## src/rtl/atgw_pkg.sv

```systemverilog
// Shared constants, codes and types of the aligned tile grid walker.
package atgw_pkg;

   localparam int DEF_ALIGN_BYTES    = 64;
   localparam int DEF_COORD_BITS     = 16;

   localparam int REQ_COORD_W        = 16;
   localparam int TILE_POS_W         = 17;
   localparam int TILE_SIZE_W        = 16;
   localparam int PIX_BYTES_W        = 7;

   localparam int CSR_INDEX_W        = 2;
   localparam int CSR_DATA_W         = 16;

   localparam int QUEUE_DEPTH        = 2;
   localparam int DIV_BITS_PER_CYCLE = 4;

   localparam logic [TILE_SIZE_W-1:0] RESET_TILE_W_REQ  = TILE_SIZE_W'(256);
   localparam logic [TILE_SIZE_W-1:0] RESET_TILE_H_REQ  = TILE_SIZE_W'(256);
   localparam logic [PIX_BYTES_W-1:0] RESET_PIX_BYTES   = PIX_BYTES_W'(4);

   typedef enum logic [CSR_INDEX_W-1:0] {
      CSR_TILE_W    = 2'd0,
      CSR_TILE_H    = 2'd1,
      CSR_PIX_BYTES = 2'd2
   } csr_index_type;

   typedef enum logic {
      MODE_START = 1'b0,
      MODE_NEXT  = 1'b1
   } mode_type;

   typedef enum logic [1:0] {
      BK_IDLE,
      BK_STEP,
      BK_WIDTH,
      BK_ORIGIN
   } back_state_type;

   typedef struct packed {
      logic [TILE_SIZE_W-1:0] tile_w_req;
      logic [TILE_SIZE_W-1:0] tile_h_req;
      logic [PIX_BYTES_W-1:0] pix_bytes;
   } csr_type;

endpackage

```

## src/rtl/atgw_if.sv

```systemverilog
// Handshake channels for request and tile beats.
interface atgw_req_if import atgw_pkg::*; ();
   logic                   valid;
   logic                   ready;
   logic                   mode;
   logic [REQ_COORD_W-1:0] region_x;
   logic [REQ_COORD_W-1:0] region_y;
   logic [REQ_COORD_W-1:0] region_w;
   logic [REQ_COORD_W-1:0] region_h;

   modport source (output valid, mode, region_x, region_y, region_w, region_h,
                   input ready);
   modport sink   (input valid, mode, region_x, region_y, region_w, region_h,
                   output ready);
endinterface

interface atgw_rsp_if import atgw_pkg::*; ();
   logic                   valid;
   logic                   ready;
   logic [TILE_POS_W-1:0]  tile_x;
   logic [TILE_POS_W-1:0]  tile_y;
   logic [TILE_SIZE_W-1:0] tile_w;
   logic [TILE_SIZE_W-1:0] tile_h;
   logic                   last_tile;

   modport source (output valid, tile_x, tile_y, tile_w, tile_h, last_tile,
                   input ready);
   modport sink   (input valid, tile_x, tile_y, tile_w, tile_h, last_tile,
                   output ready);
endinterface

```

## src/rtl/atgw_div.sv

```systemverilog
// Iterative restoring divider, DIV_BITS_PER_CYCLE quotient bits per cycle.
module atgw_div import atgw_pkg::*; #(
   parameter int DW = 17,
   parameter int VW = 9
) (
   input  logic          clock,
   input  logic          reset,
   input  logic          start,
   input  logic [DW-1:0] dividend,
   input  logic [VW-1:0] divisor,
   output logic          done,
   output logic [DW-1:0] quotient,
   output logic [VW-1:0] remainder
);

   localparam int K     = DIV_BITS_PER_CYCLE;
   localparam int STEPS = (DW + K - 1) / K;
   localparam int PADW  = STEPS * K;
   localparam int CW    = $clog2(STEPS + 1);

   logic            busy_ff, busy_in;
   logic            done_ff, done_in;
   logic [CW-1:0]   cnt_ff, cnt_in;
   logic [PADW-1:0] num_ff, num_in;
   logic [VW-1:0]   rem_ff, rem_in;
   logic [VW-1:0]   dvs_ff, dvs_in;

   logic [PADW-1:0] num_t;
   logic [VW-1:0]   rem_t;
   logic [VW:0]     rem_w;

   always_comb begin
      num_t = num_ff;
      rem_t = rem_ff;
      rem_w = '0;
      for (int i = 0; i < K; i++) begin
         rem_w = {rem_t, num_t[PADW-1]};
         num_t = {num_t[PADW-2:0], 1'b0};
         if (rem_w >= {1'b0, dvs_ff}) begin
            rem_w    = rem_w - {1'b0, dvs_ff};
            num_t[0] = 1'b1;
         end
         rem_t = rem_w[VW-1:0];
      end
   end

   always_comb begin
      busy_in = busy_ff;
      done_in = 1'b0;
      cnt_in  = cnt_ff;
      num_in  = num_ff;
      rem_in  = rem_ff;
      dvs_in  = dvs_ff;
      if (start) begin
         busy_in = 1'b1;
         cnt_in  = CW'(STEPS);
         num_in  = PADW'(dividend);
         rem_in  = '0;
         dvs_in  = divisor;
      end else if (busy_ff) begin
         num_in = num_t;
         rem_in = rem_t;
         cnt_in = cnt_ff - 1'b1;
         if (cnt_ff == CW'(1)) begin
            busy_in = 1'b0;
            done_in = 1'b1;
         end
      end
   end

   always_ff @(posedge clock) begin
      if (reset) begin
         busy_ff <= 1'b0;
         done_ff <= 1'b0;
         cnt_ff  <= '0;
      end else begin
         busy_ff <= busy_in;
         done_ff <= done_in;
         cnt_ff  <= cnt_in;
      end
      num_ff <= num_in;
      rem_ff <= rem_in;
      dvs_ff <= dvs_in;
   end

   assign done      = done_ff;
   assign quotient  = num_ff[DW-1:0];
   assign remainder = rem_ff;

endmodule

```

## src/rtl/atgw_fifo.sv

```systemverilog
// Small register queue between the front and back parts.
module atgw_fifo import atgw_pkg::*; #(
   parameter int WIDTH = 8,
   parameter int DEPTH = QUEUE_DEPTH
) (
   input  logic             clock,
   input  logic             reset,
   input  logic             in_valid,
   output logic             in_ready,
   input  logic [WIDTH-1:0] in_data,
   output logic             out_valid,
   input  logic             out_ready,
   output logic [WIDTH-1:0] out_data
);

   localparam int AW   = (DEPTH > 1) ? $clog2(DEPTH) : 1;
   localparam int CNTW = $clog2(DEPTH + 1);

   logic [WIDTH-1:0] mem_ff [DEPTH];
   logic [AW-1:0]    wr_ptr_ff, wr_ptr_in;
   logic [AW-1:0]    rd_ptr_ff, rd_ptr_in;
   logic [CNTW-1:0]  count_ff, count_in;
   logic             push;
   logic             pop;

   assign in_ready  = (count_ff != CNTW'(DEPTH));
   assign out_valid = (count_ff != '0);
   assign out_data  = mem_ff[rd_ptr_ff];
   assign push      = in_valid && in_ready;
   assign pop       = out_valid && out_ready;

   always_comb begin
      wr_ptr_in = wr_ptr_ff;
      rd_ptr_in = rd_ptr_ff;
      if (push) begin
         wr_ptr_in = (wr_ptr_ff == AW'(DEPTH - 1)) ? '0 : wr_ptr_ff + 1'b1;
      end
      if (pop) begin
         rd_ptr_in = (rd_ptr_ff == AW'(DEPTH - 1)) ? '0 : rd_ptr_ff + 1'b1;
      end
      count_in = count_ff + CNTW'(push) - CNTW'(pop);
   end

   always_ff @(posedge clock) begin
      if (reset) begin
         wr_ptr_ff <= '0;
         rd_ptr_ff <= '0;
         count_ff  <= '0;
      end else begin
         wr_ptr_ff <= wr_ptr_in;
         rd_ptr_ff <= rd_ptr_in;
         count_ff  <= count_in;
      end
      if (push) begin
         mem_ff[wr_ptr_ff] <= in_data;
      end
   end

endmodule

```

## src/rtl/atgw_front.sv

```systemverilog
// Front part: accepts request beats, classifies them and precomputes region edges.
module atgw_front import atgw_pkg::*; #(
   parameter int COORD_BITS = DEF_COORD_BITS,
   parameter int CMD_W      = 8
) (
   atgw_req_if.sink         req,
   input  csr_type          csr,
   output logic             cmd_valid,
   input  logic             cmd_ready,
   output logic [CMD_W-1:0] cmd_data
);

   localparam int PW = COORD_BITS + 1;
   localparam int TW = (COORD_BITS > TILE_SIZE_W) ? COORD_BITS : TILE_SIZE_W;
   localparam int NW = ((PW > TW) ? PW : TW) + 1;

   typedef struct packed {
      logic                   is_start;
      logic                   empty;
      logic [PW-1:0]          org_x;
      logic [PW-1:0]          org_y;
      logic [PW-1:0]          end_x;
      logic [PW-1:0]          end_y;
      logic [PW-1:0]          row_bot;
      logic [TW-1:0]          tw;
      logic [TW-1:0]          th;
      logic [PIX_BYTES_W-1:0] pix_bytes;
   } cmd_type;

   logic [COORD_BITS-1:0] rx, ry, rw, rh;
   logic [NW-1:0]         bot_raw;
   cmd_type               cmd;

   assign rx = COORD_BITS'(req.region_x);
   assign ry = COORD_BITS'(req.region_y);
   assign rw = COORD_BITS'(req.region_w);
   assign rh = COORD_BITS'(req.region_h);

   always_comb begin
      cmd.is_start  = (req.mode == MODE_START);
      cmd.empty     = (rw == '0) || (rh == '0);
      cmd.org_x     = PW'(rx);
      cmd.org_y     = PW'(ry);
      cmd.end_x     = PW'(rx) + PW'(rw);
      cmd.end_y     = PW'(ry) + PW'(rh);
      cmd.tw        = (csr.tile_w_req != '0) ? TW'(csr.tile_w_req) : TW'(rw);
      cmd.th        = (csr.tile_h_req != '0) ? TW'(csr.tile_h_req) : TW'(rh);
      cmd.pix_bytes = csr.pix_bytes;
      bot_raw       = NW'(ry) + NW'(cmd.th);
      cmd.row_bot   = (bot_raw >= NW'(cmd.end_y)) ? cmd.end_y : PW'(bot_raw);
   end

   assign cmd_valid = req.valid;
   assign req.ready = cmd_ready;
   assign cmd_data  = CMD_W'(cmd);

endmodule

```

## src/rtl/atgw_back.sv

```systemverilog
// Back part: loads regions through the divider and walks tiles into the output register.
module atgw_back import atgw_pkg::*; #(
   parameter int ALIGN_BYTES = DEF_ALIGN_BYTES,
   parameter int COORD_BITS  = DEF_COORD_BITS,
   parameter int CMD_W       = 8
) (
   input  logic             clock,
   input  logic             reset,
   input  logic             cmd_valid,
   output logic             cmd_ready,
   input  logic [CMD_W-1:0] cmd_data,
   atgw_rsp_if.source       rsp
);

   localparam int PW = COORD_BITS + 1;
   localparam int TW = (COORD_BITS > TILE_SIZE_W) ? COORD_BITS : TILE_SIZE_W;
   localparam int DW = (PW > TW) ? PW : TW;
   localparam int NW = DW + 1;
   localparam int SW = $clog2(ALIGN_BYTES + 1);
   localparam int VW = (SW > PIX_BYTES_W) ? SW : PIX_BYTES_W;

   typedef struct packed {
      logic                   is_start;
      logic                   empty;
      logic [PW-1:0]          org_x;
      logic [PW-1:0]          org_y;
      logic [PW-1:0]          end_x;
      logic [PW-1:0]          end_y;
      logic [PW-1:0]          row_bot;
      logic [TW-1:0]          tw;
      logic [TW-1:0]          th;
      logic [PIX_BYTES_W-1:0] pix_bytes;
   } cmd_type;

   cmd_type        cmd;
   back_state_type state_ff, state_in;

   logic           active_ff, active_in;
   logic           first_col_ff, first_col_in;
   logic           tw_ge_ff, tw_ge_in;
   logic [PW-1:0]  cur_x_ff, cur_x_in;
   logic [PW-1:0]  cur_y_ff, cur_y_in;
   logic [PW-1:0]  row_bot_ff, row_bot_in;
   logic [PW-1:0]  org_x_ff, org_x_in;
   logic [PW-1:0]  end_x_ff, end_x_in;
   logic [PW-1:0]  end_y_ff, end_y_in;
   logic [TW-1:0]  tw_ff, tw_in;
   logic [TW-1:0]  th_ff, th_in;
   logic [SW-1:0]  step_ff, step_in;
   logic [SW-1:0]  rem_ff, rem_in;

   logic                   rsp_valid_ff, rsp_valid_in;
   logic [TILE_POS_W-1:0]  tile_x_ff, tile_x_in;
   logic [TILE_POS_W-1:0]  tile_y_ff, tile_y_in;
   logic [TILE_SIZE_W-1:0] tile_w_ff, tile_w_in;
   logic [TILE_SIZE_W-1:0] tile_h_ff, tile_h_in;
   logic                   last_ff, last_in;

   logic          div_start;
   logic [DW-1:0] div_dividend;
   logic [VW-1:0] div_divisor;
   logic          div_done;
   logic [DW-1:0] div_quotient;
   logic [VW-1:0] div_remainder;

   logic          out_free;
   logic [SW-1:0] adj;
   logic [NW-1:0] nx_raw;
   logic          at_end;
   logic [PW-1:0] nx;
   logic          last_row;
   logic [NW-1:0] bot_raw;
   logic [PW-1:0] next_bot;
   logic [SW-1:0] step_v;

   assign cmd = cmd_type'(cmd_data);

   atgw_div #(
      .DW (DW),
      .VW (VW)
   ) u_div (
      .clock     (clock),
      .reset     (reset),
      .start     (div_start),
      .dividend  (div_dividend),
      .divisor   (div_divisor),
      .done      (div_done),
      .quotient  (div_quotient),
      .remainder (div_remainder)
   );

   always_comb begin
      out_free = !rsp_valid_ff || rsp.ready;
      adj      = first_col_ff ? rem_ff : '0;
      nx_raw   = NW'(cur_x_ff) + NW'(tw_ff) - NW'(adj);
      at_end   = (nx_raw >= NW'(end_x_ff));
      nx       = at_end ? end_x_ff : PW'(nx_raw);
      last_row = (row_bot_ff >= end_y_ff);
      bot_raw  = NW'(row_bot_ff) + NW'(th_ff);
      next_bot = (bot_raw >= NW'(end_y_ff)) ? end_y_ff : PW'(bot_raw);
      step_v   = (div_quotient == '0) ? SW'(1) : SW'(div_quotient);
   end

   always_comb begin
      state_in     = state_ff;
      active_in    = active_ff;
      first_col_in = first_col_ff;
      tw_ge_in     = tw_ge_ff;
      cur_x_in     = cur_x_ff;
      cur_y_in     = cur_y_ff;
      row_bot_in   = row_bot_ff;
      org_x_in     = org_x_ff;
      end_x_in     = end_x_ff;
      end_y_in     = end_y_ff;
      tw_in        = tw_ff;
      th_in        = th_ff;
      step_in      = step_ff;
      rem_in       = rem_ff;
      rsp_valid_in = rsp_valid_ff && !rsp.ready;
      tile_x_in    = tile_x_ff;
      tile_y_in    = tile_y_ff;
      tile_w_in    = tile_w_ff;
      tile_h_in    = tile_h_ff;
      last_in      = last_ff;
      cmd_ready    = 1'b0;
      div_start    = 1'b0;
      div_dividend = '0;
      div_divisor  = '0;
      unique case (state_ff)
         BK_IDLE: begin
            if (cmd_valid) begin
               if (cmd.is_start) begin
                  cmd_ready = 1'b1;
                  active_in = 1'b0;
                  if (!cmd.empty) begin
                     org_x_in     = cmd.org_x;
                     cur_x_in     = cmd.org_x;
                     cur_y_in     = cmd.org_y;
                     end_x_in     = cmd.end_x;
                     end_y_in     = cmd.end_y;
                     row_bot_in   = cmd.row_bot;
                     tw_in        = cmd.tw;
                     th_in        = cmd.th;
                     first_col_in = 1'b1;
                     div_start    = 1'b1;
                     if (cmd.pix_bytes == '0) begin
                        step_in      = SW'(1);
                        div_dividend = DW'(cmd.tw);
                        div_divisor  = VW'(1);
                        state_in     = BK_WIDTH;
                     end else begin
                        div_dividend = DW'(ALIGN_BYTES);
                        div_divisor  = VW'(cmd.pix_bytes);
                        state_in     = BK_STEP;
                     end
                  end
               end else if (!active_ff) begin
                  cmd_ready = 1'b1;
               end else if (out_free) begin
                  cmd_ready    = 1'b1;
                  rsp_valid_in = 1'b1;
                  tile_x_in    = TILE_POS_W'(cur_x_ff);
                  tile_y_in    = TILE_POS_W'(cur_y_ff);
                  tile_w_in    = TILE_SIZE_W'(nx - cur_x_ff);
                  tile_h_in    = TILE_SIZE_W'(row_bot_ff - cur_y_ff);
                  last_in      = at_end && last_row;
                  if (at_end) begin
                     cur_y_in = row_bot_ff;
                     if (last_row) begin
                        active_in = 1'b0;
                     end else begin
                        cur_x_in     = org_x_ff;
                        row_bot_in   = next_bot;
                        first_col_in = 1'b1;
                     end
                  end else begin
                     cur_x_in     = nx;
                     first_col_in = 1'b0;
                  end
               end
            end
         end
         BK_STEP: begin
            if (div_done) begin
               step_in      = step_v;
               div_start    = 1'b1;
               div_dividend = DW'(tw_ff);
               div_divisor  = VW'(step_v);
               state_in     = BK_WIDTH;
            end
         end
         BK_WIDTH: begin
            if (div_done) begin
               tw_ge_in = (DW'(tw_ff) >= DW'(step_ff));
               if (tw_ge_in) begin
                  tw_in = tw_ff - TW'(div_remainder);
               end
               div_start    = 1'b1;
               div_dividend = DW'(org_x_ff);
               div_divisor  = VW'(step_ff);
               state_in     = BK_ORIGIN;
            end
         end
         BK_ORIGIN: begin
            if (div_done) begin
               rem_in    = tw_ge_ff ? SW'(div_remainder) : '0;
               active_in = 1'b1;
               state_in  = BK_IDLE;
            end
         end
         default: begin
            state_in = BK_IDLE;
         end
      endcase
   end

   always_ff @(posedge clock) begin
      if (reset) begin
         state_ff     <= BK_IDLE;
         active_ff    <= 1'b0;
         first_col_ff <= 1'b0;
         tw_ge_ff     <= 1'b0;
         cur_x_ff     <= '0;
         cur_y_ff     <= '0;
         row_bot_ff   <= '0;
         org_x_ff     <= '0;
         end_x_ff     <= '0;
         end_y_ff     <= '0;
         tw_ff        <= TW'(1);
         th_ff        <= TW'(1);
         step_ff      <= SW'(1);
         rem_ff       <= '0;
         rsp_valid_ff <= 1'b0;
      end else begin
         state_ff     <= state_in;
         active_ff    <= active_in;
         first_col_ff <= first_col_in;
         tw_ge_ff     <= tw_ge_in;
         cur_x_ff     <= cur_x_in;
         cur_y_ff     <= cur_y_in;
         row_bot_ff   <= row_bot_in;
         org_x_ff     <= org_x_in;
         end_x_ff     <= end_x_in;
         end_y_ff     <= end_y_in;
         tw_ff        <= tw_in;
         th_ff        <= th_in;
         step_ff      <= step_in;
         rem_ff       <= rem_in;
         rsp_valid_ff <= rsp_valid_in;
      end
      tile_x_ff <= tile_x_in;
      tile_y_ff <= tile_y_in;
      tile_w_ff <= tile_w_in;
      tile_h_ff <= tile_h_in;
      last_ff   <= last_in;
   end

   assign rsp.valid     = rsp_valid_ff;
   assign rsp.tile_x    = tile_x_ff;
   assign rsp.tile_y    = tile_y_ff;
   assign rsp.tile_w    = tile_w_ff;
   assign rsp.tile_h    = tile_h_ff;
   assign rsp.last_tile = last_ff;

endmodule

```

## src/rtl/aligned_tile_grid_walker.sv

```systemverilog
// Top level of the aligned tile grid walker: settings registers, front, queue and back.
//
//   channel   dir   beat contents                                   accepted when
//   req_chan  in    mode, region_x, region_y, region_w, region_h    valid && ready
//   rsp_chan  out   tile_x, tile_y, tile_w, tile_h, last_tile       valid && ready
//   csr_*     in    csr_index, csr_wdata                            csr_we
//
// While a region is loaded, a next beat's tile is registered as it leaves the queue and
// appears in the cycle after, so tiles stream at one per cycle while the sink keeps taking them.
// A start beat with a non-empty region holds the back part for 3 divisions (2 when
// pixel_bytes is 0) in the 4-bit-per-cycle divider.
// The queue keeps taking beats while the back part divides or the output stalls,
// until its two entries fill.
// Reset is synchronous; no region is loaded after reset.
module aligned_tile_grid_walker import atgw_pkg::*; #(
   parameter int ALIGN_BYTES = DEF_ALIGN_BYTES,
   parameter int COORD_BITS  = DEF_COORD_BITS
) (
   input  logic                   clock,
   input  logic                   reset,
   atgw_req_if.sink               req_chan,
   atgw_rsp_if.source             rsp_chan,
   input  logic                   csr_we,
   input  logic [CSR_INDEX_W-1:0] csr_index,
   input  logic [CSR_DATA_W-1:0]  csr_wdata
);

   localparam int PW    = COORD_BITS + 1;
   localparam int TW    = (COORD_BITS > TILE_SIZE_W) ? COORD_BITS : TILE_SIZE_W;
   localparam int CMD_W = 2 + 5 * PW + 2 * TW + PIX_BYTES_W;

   csr_type            csr_ff, csr_in;
   logic               fr_valid;
   logic               fr_ready;
   logic [CMD_W-1:0]   fr_data;
   logic               bk_valid;
   logic               bk_ready;
   logic [CMD_W-1:0]   bk_data;

   always_comb begin
      csr_in = csr_ff;
      if (csr_we) begin
         unique case (csr_index)
            CSR_TILE_W:    csr_in.tile_w_req = TILE_SIZE_W'(csr_wdata);
            CSR_TILE_H:    csr_in.tile_h_req = TILE_SIZE_W'(csr_wdata);
            CSR_PIX_BYTES: csr_in.pix_bytes  = PIX_BYTES_W'(csr_wdata);
            default: begin
               csr_in = csr_ff;
            end
         endcase
      end
   end

   always_ff @(posedge clock) begin
      if (reset) begin
         csr_ff.tile_w_req <= RESET_TILE_W_REQ;
         csr_ff.tile_h_req <= RESET_TILE_H_REQ;
         csr_ff.pix_bytes  <= RESET_PIX_BYTES;
      end else begin
         csr_ff <= csr_in;
      end
   end

   atgw_front #(
      .COORD_BITS (COORD_BITS),
      .CMD_W      (CMD_W)
   ) u_front (
      .req       (req_chan),
      .csr       (csr_ff),
      .cmd_valid (fr_valid),
      .cmd_ready (fr_ready),
      .cmd_data  (fr_data)
   );

   atgw_fifo #(
      .WIDTH (CMD_W),
      .DEPTH (QUEUE_DEPTH)
   ) u_fifo (
      .clock     (clock),
      .reset     (reset),
      .in_valid  (fr_valid),
      .in_ready  (fr_ready),
      .in_data   (fr_data),
      .out_valid (bk_valid),
      .out_ready (bk_ready),
      .out_data  (bk_data)
   );

   atgw_back #(
      .ALIGN_BYTES (ALIGN_BYTES),
      .COORD_BITS  (COORD_BITS),
      .CMD_W       (CMD_W)
   ) u_back (
      .clock     (clock),
      .reset     (reset),
      .cmd_valid (bk_valid),
      .cmd_ready (bk_ready),
      .cmd_data  (bk_data),
      .rsp       (rsp_chan)
   );

endmodule
```

## src/flat_wrapper.sv

```systemverilog
// flat-port wrapper written by rule: the top's interface ports become plain ports
module aligned_tile_grid_walker_flat import atgw_pkg::*;
#(
   parameter int ALIGN_BYTES = DEF_ALIGN_BYTES,
   parameter int COORD_BITS  = DEF_COORD_BITS
)
  (clock, reset, csr_we, csr_index, csr_wdata, req_chan_valid, req_chan_mode, req_chan_region_x, req_chan_region_y, req_chan_region_w, req_chan_region_h, req_chan_ready, rsp_chan_valid, rsp_chan_tile_x, rsp_chan_tile_y, rsp_chan_tile_w, rsp_chan_tile_h, rsp_chan_last_tile, rsp_chan_ready);
  atgw_req_if req_chan_i ();
  atgw_rsp_if rsp_chan_i ();
  input  logic clock;
  input  logic reset;
  input  logic csr_we;
  input  logic [CSR_INDEX_W-1:0] csr_index;
  input  logic [CSR_DATA_W-1:0] csr_wdata;
  input wire logic [$bits(req_chan_i.valid)-1:0] req_chan_valid;
  input wire logic [$bits(req_chan_i.mode)-1:0] req_chan_mode;
  input wire logic [$bits(req_chan_i.region_x)-1:0] req_chan_region_x;
  input wire logic [$bits(req_chan_i.region_y)-1:0] req_chan_region_y;
  input wire logic [$bits(req_chan_i.region_w)-1:0] req_chan_region_w;
  input wire logic [$bits(req_chan_i.region_h)-1:0] req_chan_region_h;
  output wire logic [$bits(req_chan_i.ready)-1:0] req_chan_ready;
  output wire logic [$bits(rsp_chan_i.valid)-1:0] rsp_chan_valid;
  output wire logic [$bits(rsp_chan_i.tile_x)-1:0] rsp_chan_tile_x;
  output wire logic [$bits(rsp_chan_i.tile_y)-1:0] rsp_chan_tile_y;
  output wire logic [$bits(rsp_chan_i.tile_w)-1:0] rsp_chan_tile_w;
  output wire logic [$bits(rsp_chan_i.tile_h)-1:0] rsp_chan_tile_h;
  output wire logic [$bits(rsp_chan_i.last_tile)-1:0] rsp_chan_last_tile;
  input wire logic [$bits(rsp_chan_i.ready)-1:0] rsp_chan_ready;
  assign req_chan_i.valid = req_chan_valid;
  assign req_chan_i.mode = req_chan_mode;
  assign req_chan_i.region_x = req_chan_region_x;
  assign req_chan_i.region_y = req_chan_region_y;
  assign req_chan_i.region_w = req_chan_region_w;
  assign req_chan_i.region_h = req_chan_region_h;
  assign req_chan_ready = req_chan_i.ready;
  assign rsp_chan_valid = rsp_chan_i.valid;
  assign rsp_chan_tile_x = rsp_chan_i.tile_x;
  assign rsp_chan_tile_y = rsp_chan_i.tile_y;
  assign rsp_chan_tile_w = rsp_chan_i.tile_w;
  assign rsp_chan_tile_h = rsp_chan_i.tile_h;
  assign rsp_chan_last_tile = rsp_chan_i.last_tile;
  assign rsp_chan_i.ready = rsp_chan_ready;
  aligned_tile_grid_walker #(.ALIGN_BYTES(ALIGN_BYTES), .COORD_BITS(COORD_BITS)) u_core (.clock(clock), .reset(reset), .req_chan(req_chan_i), .rsp_chan(rsp_chan_i), .csr_we(csr_we), .csr_index(csr_index), .csr_wdata(csr_wdata));
endmodule
```

## config.mk

```make
export PLATFORM = sky130hd
export DESIGN_NAME = aligned_tile_grid_walker_flat
export DESIGN_NICKNAME = d
export VERILOG_FILES = /design/src/rtl/atgw_pkg.sv /design/src/rtl/atgw_if.sv /design/src/rtl/atgw_div.sv /design/src/rtl/atgw_fifo.sv /design/src/rtl/atgw_front.sv /design/src/rtl/atgw_back.sv /design/src/rtl/aligned_tile_grid_walker.sv /design/src/flat_wrapper.sv
export SDC_FILE = /design/constraint.sdc
export NUM_CORES = 1
export LEC_CHECK = 0
export BUFFER_PORTS_ARGS = -buffer_cell sky130_fd_sc_hd__clkbuf_2
export CORE_MARGIN = 2
export CORE_UTILIZATION = 35
export DETAILED_ROUTE_END_ITERATION = 10
export PLACE_DENSITY = 0.51
export RECOVER_POWER = 100
export SLEW_MARGIN = 20
export SYNTH_ARGS = -nofsm -noshare
export SYNTH_HDL_FRONTEND = slang
export SYNTH_SLANG_ARGS = --single-unit
```

## constraint.sdc

```tcl
create_clock -name clock -period 9.68 [get_ports clock]
set_input_delay 0.968 -clock clock [delete_from_list [all_inputs] [get_ports clock]]
set_output_delay 0.968 -clock clock [all_outputs]
set_load 0.01 [all_outputs]
```

Word level (Yosys, flattened, before mapping)
Memory sizes are Yosys's and may differ from the RTL's. A register that Yosys moved wholly into a read port is not among the register bits.
Cells that the tools add are included.
- add/subtract/negate cells: 18
- magnitude comparators: 9
- eq/ne operators: 18
- multiplexer cells: 110
- bitwise operators: 4
- reductions and logical operators: 41
- operators by type and width (kind ; number):
    two-way mux 17 bit ; 23
    two-way mux 16 bit ; 12
    two-way mux 7 bit ; 18
    adder 16 x 16 -> 17 bit ; 3
    one-hot mux 17 bit (3 select lines) ; 1
    two-way mux 1 bit ; 41
    adder 17 x 16 -> 18 bit ; 2
    greater-or-equal comparator 18 x 17 -> 1 bit ; 2
    greater-or-equal comparator 17 bit ; 2
    greater-or-equal comparator 8 x 7 -> 1 bit ; 4
    logical NOT 16 bit ; 2
    one-hot mux 16 bit (2 select lines) ; 1
    nonzero test 16 bit ; 2
    subtractor 16 bit ; 2
    AND reduction 6 bit ; 5
    subtractor 7 bit ; 4
    one-hot mux 7 bit (3 select lines) ; 1
    subtractor 18 x 7 -> 18 bit ; 1
    logical NOT 17 bit ; 1
    greater-or-equal comparator 16 x 7 -> 1 bit ; 1
    nonzero test 2 bit ; 8
    subtractor 16 x 7 -> 16 bit ; 1
    two-way mux 2 bit ; 7
    one-hot mux 7 bit (2 select lines) ; 1
    other kinds (26) ; 55
- flip-flop bits (word level): 303
- memory bits (writable): 248
- bits of input ports: 88
- memories: 1
- memories (name ; depth ; width ; rd ports ; clocked after Yosys merged registers in ; wr ports ; line ; RTL):
    u_core.u_fifo.mem_ff ; 2 ; 124 ; 1 ; 1 ; 1 ; atgw_fifo.sv:19 ; logic [WIDTH-1:0] mem_ff [DEPTH];

Depth between registers and ports, before layout
Gate-level depths: netlist (run 1).
- depth in word-level cells: 10
- depth in mapped cells: 35
- depth with buffers taken out: 34

Cells and area by module
From an unflattened synthesis (run 1), not the netlist that was laid out.
- cell total of the unflattened synthesis: 3048
- area total of the unflattened synthesis: 32228.4 µm²
- by module, submodules not included (module ; times used ; cells an instance ; area an instance (µm²) ; seq. area each (µm²)):
    atgw_back ; 1 ; 1678 ; 14297.5 ; 5094.9
    atgw_fifo ; 1 ; 421 ; 9500.4 ; 7667.4
    atgw_front ; 1 ; 488 ; 3636.0 ; 0.0
    atgw_div ; 1 ; 311 ; 3184.3 ; 1021.0
    aligned_tile_grid_walker ; 1 ; 150 ; 1610.3 ; 780.7

Worst setup path before layout (run 1)
Ideal clock, no wire load.
- path kind: flip-flop to flip-flop
- start point: register u_core.u_back.u_div.dvs_ff[0]
- end point: register u_core.u_back.u_div.rem_ff[0], in the netlist u_core.u_back.u_div.remainder[0]
- arrival time: 7632 ps
- required time: 9594 ps
- path slack: 1963 ps
- stages on the path, launching flop included: 33
- buffers on the path: 1
- period minus slack after synthesis: 7717 ps
- cell sequence: edfxtp_1 ha_1 inv_1 fa_1 a211oi_2 o21ai_2 a31oi_4 mux2_2 ha_1 nor2b_1 o31a_1 o31ai_2 o311ai_2 buf_6 o21ai_0 fa_1 nor2b_1 o31a_1 o21ai_0 a21boi_0 nor3_1 nand2_1 o21ai_0 fa_1 nor2b_1 o21ai_0 nand2b_1 a41o_1 a21o_1 a21o_1 a2111oi_4 mux2_2 a211oi_1
- longest elaborated chain between the ends: 8
- elaborated cells on any way between the ends: 12
- ends and longest elaborated chain (what ; line ; RTL):
    start, declared ; atgw_div.sv:26 ; logic [VW-1:0] dvs_ff, dvs_in;
    start signal, assigned ; atgw_div.sv:83 ; dvs_ff <= dvs_in;
    subtractor 7 bit / greater-or-equal comparator 8 x 7 -> 1 bit (equally long branches) ; atgw_div.sv:40, atgw_div.sv:39 ;
    two-way mux 7 bit ; atgw_div.sv:39 ; if (rem_w >= {1'b0, dvs_ff}) begin
    subtractor 7 bit / greater-or-equal comparator 8 x 7 -> 1 bit (equally long branches) ; atgw_div.sv:40, atgw_div.sv:39 ;
    two-way mux 7 bit ; atgw_div.sv:39 ;
    subtractor 7 bit / greater-or-equal comparator 8 x 7 -> 1 bit (equally long branches) ; atgw_div.sv:40, atgw_div.sv:39 ;
    two-way mux 7 bit ; atgw_div.sv:39 ;
    greater-or-equal comparator 8 x 7 -> 1 bit ; atgw_div.sv:39 ;
    two-way mux 7 bit (*) ; atgw_div.sv:39 ;
    end signal, assigned ; atgw_div.sv:82 ; rem_ff <= rem_in;
    end, declared ; atgw_div.sv:25 ; logic [VW-1:0] rem_ff, rem_in;
Mark *: on every way between the ends. The rest lies on a longest branch, timed or not.
A chain may end at the register's enable or synchronous reset.

==> impl_results.md, run 1 <==
- Status: finished, violations left
- Failing checks: max-capacitance violations, max-slew violations
- Synth unique cells: 74
- Worst-skew pair later-pin latency: 0.61 ns
- Synth Area in Adders: 11.2%
- Die Height: 296 um
- Tmin final: 8.78 ns
- Total Routing Usage GR: 20.1%
- Normalized max-slew margin: -164%
- Met3 GRT Util: 3.23%
- Initial Util: 35.2%
- Core Rows: 107
- Cts repair resizes: 0
- M2 GR Usage: 34.1%
- DP Area: 0.0320 mm2
- Final Cycle Share: 90.7%
- Hold Violations, Final: 0
- Gr busiest metal: met2
- Crit. End Element: flop
- CTS clk-pin slew, worst paths: 0.06 ns
- CP Max Fanout: 73
- Fill count: 8339
- FF+latch count, synth: 551
- Post-synthesis sequential area ratio: 48.2%
- EDFF count, synth: 339
- Xor/xnor cell area share of the yosys netlist: 3.34%
- Root Buffer: clkbuf_16
- Largest family of logic cells by synthesized area: compound AO/OA/AOI/OAI gates
- Post-route ant nets: 0
- Compound-Gate Fraction of Synth Area: 15.9%
- I/O pins: 157
- Final instance area: 0.0340 mm2
- Unrepaired setup endpoints after global routing: false
- Min Hold Slack: 0.440 ns
- Crit path launch type: flop
- Num Clock Sinks: 551
- GPL Wtd Cong: 0.861
- Layout Nets: 3326
- Worst Skew: 0.0255 ns
- Final HPWL DP: 67100 um
- CTS max path bufs: 3
- Critical path type: reg2reg
- Yosys warning count: 0
- CP most frequent cell: nand2_1
- Post-synth design cell area: 0.0299 mm2
- Total Negative Setup Slacks: 0 ns
- # DRC: 0
- M1 GR Usage: 25.5%
- Syn Nets: 3192
- Area leader, netlist: edfxtp_1
- Core box area: 0.0850 mm2
- Port bufs: 156
- First-pass GRT wire length: 133000 um
- First DRT Iteration DRCs: 1525
- Initial antenna violation count: 9
- Main synth FF type: edfxtp_1
- Hold path startpoint: u_core.u_back.cur_y_ff[16]
- Detailed Route WL: 88600 um
- Hold Path Class: reg2reg
- Final Max Slew Viols: 772
- Top post-synthesis cells by area: edfxtp_1, dfxtp_1, ha_1
- # setup viols final: 0
- Slowest-stage cell, CP: clkbuf_1
- R2r setup slk: 0.90 ns
- Routed vias/inst: 5.22
- Synth Instances: 2846
- Post-CTS setup buffers: 0
- Vias in the first global route: 21683
- Drt pass-1 iters: 7
- Cell count of the worst reg-to-reg path: 9
- Die ar.: 0.0879 mm2
- Layout cell share with drive strength beyond 1: 7.68%
- Die X: 296 um
- Multiplexer area fraction after synthesis: 6.50%
- Max Clock Freq: 0.114 GHz
- CTS H-tree lvls: 3
- Synth top area share: 34.0%
- Async S/R FF share, synth: 0%
- Hold Path Cell Cnt: 0
- Largest net degree at the start of global routing: 76
- R2r endpoint: u_core.u_back.row_bot_ff[4]
- Worst endpoint data arrival time: 9.30 ns
- Worst EP required: 10.20 ns
- Hold Crit Endpoint: u_core.u_back.rsp.tile_y[16]
- Via count: 21829
- Antenna diodes: 0
- Total CTS buffers: 67
- GRT Residual Overflow: 0
- Tightest Pin Transition: 3.97 ns
- CTS tree: yes
- Syn avg cell area: 10.5 um2
- Cell Chain, Critical Path: clkbuf_1 > nand2_1 > o21ai_0 > nand2_1 > nor2_4 > clkbuf_2 > nor2_1 > nor3_2 > a32o_1
- Hold buffers post-CTS: 0
- Max cap viols: 15
- Post-Synth Simple-Gate Area: 10.9%
- Critical path's largest stage delay: 2.62 ns
- Synthesis-to-layout area growth: 13.5%
- Util after Layout: 40.0%
- Post-DR wirelength/cell: 21.2 um
## placed cells by master (no fill, tap or decap), types with 71 or more instances in the layout
cell type	n
a21oi_1	196
mux2i_1	138
inv_1	206
ha_1	240
a211oi_1	94
dfxtp_1	212
nor2_1	198
clkbuf_1	131
nand2_1	267
o21ai_0	99
xnor2_1	82
edfxtp_1	339
clkbuf_16	71
## synthesized netlist by cell type, types with 4 or more instances
| library cell | number |
|---|---|
| or3_1 | 15 |
| edfxtp_1 | 339 |
| o21a_1 | 36 |
| nor4_1 | 24 |
| a211oi_1 | 94 |
| ha_1 | 240 |
| xnor2_1 | 82 |
| o211ai_1 | 47 |
| and2_1 | 13 |
| nand2_1 | 267 |
| a21oi_1 | 198 |
| mux2_2 | 50 |
| nand2b_1 | 22 |
| inv_1 | 206 |
| o22ai_1 | 5 |
| nand3_1 | 47 |
| a211o_1 | 8 |
| o31a_1 | 4 |
| o41ai_1 | 4 |
| clkbuf_1 | 94 |
| nor3_1 | 36 |
| a31oi_1 | 14 |
| o21ai_0 | 98 |
| o311ai_0 | 4 |
| buf_1 | 15 |
| xor2_1 | 32 |
| a222oi_1 | 21 |
| and3_1 | 10 |
| mux2i_1 | 138 |
| a21o_1 | 67 |
| nand4_1 | 14 |
| fa_1 | 18 |
| o31ai_1 | 9 |
| dfxtp_1 | 212 |
| or2_2 | 16 |
| nor2_1 | 201 |
| a221oi_1 | 6 |
| a32o_1 | 30 |
| nor2b_1 | 32 |
| a21boi_0 | 6 |
| o21bai_1 | 14 |
## flip-flops by register name (all words and copies together) (netlist names), 16 cells and up, named ones only
| name | cells |
|---|---|
| u_core.u_back.tw_ff | 16 |
| u_core.u_back.rsp.tile_x | 17 |
| u_core.u_back.u_div.num_ff | 20 |
| u_core.u_back.cur_y_ff | 17 |
| u_core.u_back.org_x_ff | 16 |
| u_core.u_back.cur_x_ff | 17 |
| u_core.u_back.rsp.tile_w | 16 |
| u_core.csr_ff | 39 |
| u_core.u_back.row_bot_ff | 17 |
| u_core.u_back.end_y_ff | 17 |
| u_core.u_back.end_x_ff | 17 |
| u_core.u_back.th_ff | 16 |
| u_core.u_fifo.mem_ff | 248 |
| u_core.u_back.rsp.tile_y | 17 |
| u_core.u_back.rsp.tile_h | 16 |
## cells by family after synthesis
kind of cell | Yosys count
buf+inv | 318
flops | 551
xor+xnor | 114
mux | 188
fa+ha+maj | 258
compound gates | 700
simple gates | 717
## worst max-delay path by stage
| stage | start | to | slack, ns | depth (start not counted) |
|---|---|---|---|---|
| after detailed placement | u_core.u_back.u_div.dvs_ff[1] | u_core.u_back.u_div.remainder[1] | 0.85 | 31 |
| after CTS | u_core.u_back.u_div.dvs_ff[1] | u_core.u_back.u_div.remainder[1] | 0.80 | 31 |
| after global routing | u_core.u_back.u_div.dvs_ff[1] | u_core.u_back.u_div.remainder[1] | 0.06 | 31 |
| after global placement | u_core.u_back.u_div.dvs_ff[0] | u_core.u_back.u_div.remainder[1] | 0.92 | 32 |
| final | flop | u_core.u_back.row_bot_ff[4] | 0.90 | 9 |
| after floorplan | u_core.u_back.u_div.dvs_ff[0] | u_core.u_back.u_div.remainder[0] | 1.96 | 32 |
## layer usage
layer	up-vias	wire length, um
met5	-	73
met4	12	3600
met3	157	3920
met2	487	42500
met1	10426	38500
li1	10747	-
## stage by stage
stage | worst slack (ns) | instances
4_1_cts | 0.796 | 4179
2_1_floorplan | 1.96 | 2846
6_report | 0.904 | 4179
3_3_place_gp | 0.925 | 4055
5_1_grt | 0.0551 | 4179
3_5_place_dp | 0.850 | 4055
## worst max-delay path: cells and delay by family (launching register included)
| family | cells | cell delay, ns |
|---|---|---|
| compound gates | 2 | 0.66 |
| flops | 1 | 1.33 |
| buf+inv | 2 | 3.75 |
| simple gates | 5 | 2.88 |
## final cells by class
cell class | count | area (um2) | share of cell area [%]
timing repair buffer | 177 | 766 | 2.25
inverter | 206 | 773 | 2.28
tap | 1144 | 1430 | 4.21
clock buffer | 97 | 1940 | 5.71
sequential | 551 | 14400 | 42.5
multi-input combinational | 1977 | 14400 | 42.3
clock inverter | 27 | 253 | 0.744
Power of run 1 is left out: the tool's default activity adds up to more than one toggle a clock period on the data nets, which glitch-free logic cannot reach.
==> inputs of run 2 (changes only) <==
clock period = 9.85 ns   (was 9.68 ns; I/O delays follow)
==> impl_results.md, run 2 (synthesized netlist as in run 1, its figures left out) <==
- Status: finished, violations left
- Failing checks: max-capacitance violations, max-slew violations
- Largest net degree at the start of global routing: 76
- Detailed Route WL: 89000 um
- Tmin final: 8.90 ns
- Post-route ant nets: 0
- Die Height: 296 um
- Normalized max-slew margin: -169%
- Top Registers: u_core.u_fifo.mem_ff: 248 flops, u_core.csr_ff: 39 flops, u_core.u_back.u_div.num_ff: 20 flops
- Num Clock Sinks: 551
- Layout Nets: 3325
- Post-CTS setup buffers: 0
- Commonest cells after routing, fill and taps aside: edfxtp_1, nand2_1, ha_1
- Worst-skew pair later-pin latency: 0.61 ns
- # setup viols final: 0
- Min Hold Slack: 0.438 ns
- Tightest Pin Transition: 4.04 ns
- Crit path launch type: flop
- Total CTS buffers: 67
- Layout cell share with drive strength beyond 1: 7.55%
- Initial antenna violation count: 7
- Commonest non-fill, non-tap cell in the layout: edfxtp_1
- Final Cycle Share: 90.3%
- Routed vias/inst: 5.26
- CTS tree: yes
- Vias in the first global route: 21712
- CP Max Fanout: 11
- Critical path's largest stage delay: 0.71 ns
- Port bufs: 156
- First DRT Iteration DRCs: 1555
- Worst Skew: 0.0265 ns
- Area occupied by multi-input gates: 0.0144 mm2
- Fill count: 8366
- CTS max path bufs: 3
- CTS H-tree lvls: 3
- Worst endpoint data arrival time: 9.41 ns
- Die X: 296 um
- Core Rows: 107
- Slowest-stage cell, CP: a2111oi_4
- Total Routing Usage GR: 20.1%
- First-pass GRT wire length: 133000 um
- Final HPWL DP: 67300 um
- Initial Util: 35.2%
- Hold Violations, Final: 0
- Root Buffer: clkbuf_16
- Max reg flops: 248
- Max Clock Freq: 0.112 GHz
- I/O pins: 157
- Via count: 21958
- Die ar.: 0.0879 mm2
- CTS clk-pin slew, worst paths: 0.06 ns
- GRT Residual Overflow: 0
- # DRC: 0
- Post-DR wirelength/cell: 21.3 um
- Drt pass-1 iters: 8
- Core box area: 0.0850 mm2
- Final Max Slew Viols: 684
- Antenna diodes: 0
- Sequential cell area: 0.0144 mm2
- Total Negative Setup Slacks: 0 ns
- Critical path type: reg2reg
- Worst EP required: 10.36 ns
- Synthesis-to-layout area growth: 13.3%
- Crit. End Element: flop
- Unrepaired setup endpoints after global routing: false
- Hold Path Class: reg2reg
- Most flops, register: u_core.u_fifo.mem_ff
- Max cap viols: 13
- GPL Wtd Cong: 0.869
-- run 2: cell types whose count changed in the layout (fill, tap and decap cells not counted), sizes merged --
cell / before / now
bufinv: 3 / 2
clkbuf: 266 / 268
clkinv: 14 / 16
clkinvlp: 3 / 1
inv: 213 / 210
-- run 2: per-stage QoR --
stage,cells,utilization (%),setup WS (ns),area [um2]
global placement,4054,37.6,0.871,32000
CTS,4177,40.2,0.674,34100
floorplan,2846,-,2.13,29900
finish,4177,39.9,0.952,33900
detailed placement,4054,37.6,0.762,32000
global route,4177,39.9,0.0217,33900
-- run 2: final timing paths --
| kind | start | endpoint | slack [ns] | cells after the start |
|---|---|---|---|---|
| hold / removal | u_core.u_back.cur_y_ff[16] | u_core.u_back.rsp.tile_y[16] | 0.44 | 0 |
| setup reg to reg | u_core.u_back.u_div.dvs_ff[0] | u_core.u_back.u_div.remainder[0] | 0.95 | 31 |
| setup / recovery | u_core.u_back.u_div.dvs_ff[0] | u_core.u_back.u_div.remainder[0] | 0.95 | 31 |
| hold reg to reg | u_core.u_back.cur_y_ff[16] | u_core.u_back.rsp.tile_y[16] | 0.44 | 0 |
-- run 2: critical path, delay by kind of cell, from the launching register on --
kind / cells / cell delay, ns
flip-flops: 1 / 0.43
buffers and inverters: 1 / 0.07
multiplexers: 3 / 1.16
AND/OR/NAND/NOR: 6 / 1.07
AO/OA/AOI/OAI: 16 / 4.37
adder cells (fa/ha/maj): 5 / 1.69
-- run 2: routing by layer --
layer  share of wire (%)  vias to the layer above  GRT usage, %  wire [um]
met5               0.062                        -             0         55
met4                 3.6                        8          7.45       3180
met3                 3.8                      145          2.97       3410
met2                  49                      464          34.6      43500
met1                  44                    10608          25.5      38900
li1                    -                    10733             -          -
-- run 2: area by class of cell --
class | instances | area share, %
Inverter | 206 | 2.28
Sequential cell | 551 | 42.5
Timing Repair Buffer | 176 | 2.24
Tap cell | 1144 | 4.22
Clock buffer | 100 | 5.75
Multi-Input combinational cell | 1977 | 42.4
Clock inverter | 23 | 0.616
-- run 2: repair_timing --
| action | 4_1_cts | 5_1_grt |
|---|---|---|
| hold buffers | 0 | 0 |
| endpoints found under the setup margin | 0 | 3 |
| gates resized for setup | 0 | 1 |
Power of run 2 is left out for the same reason.
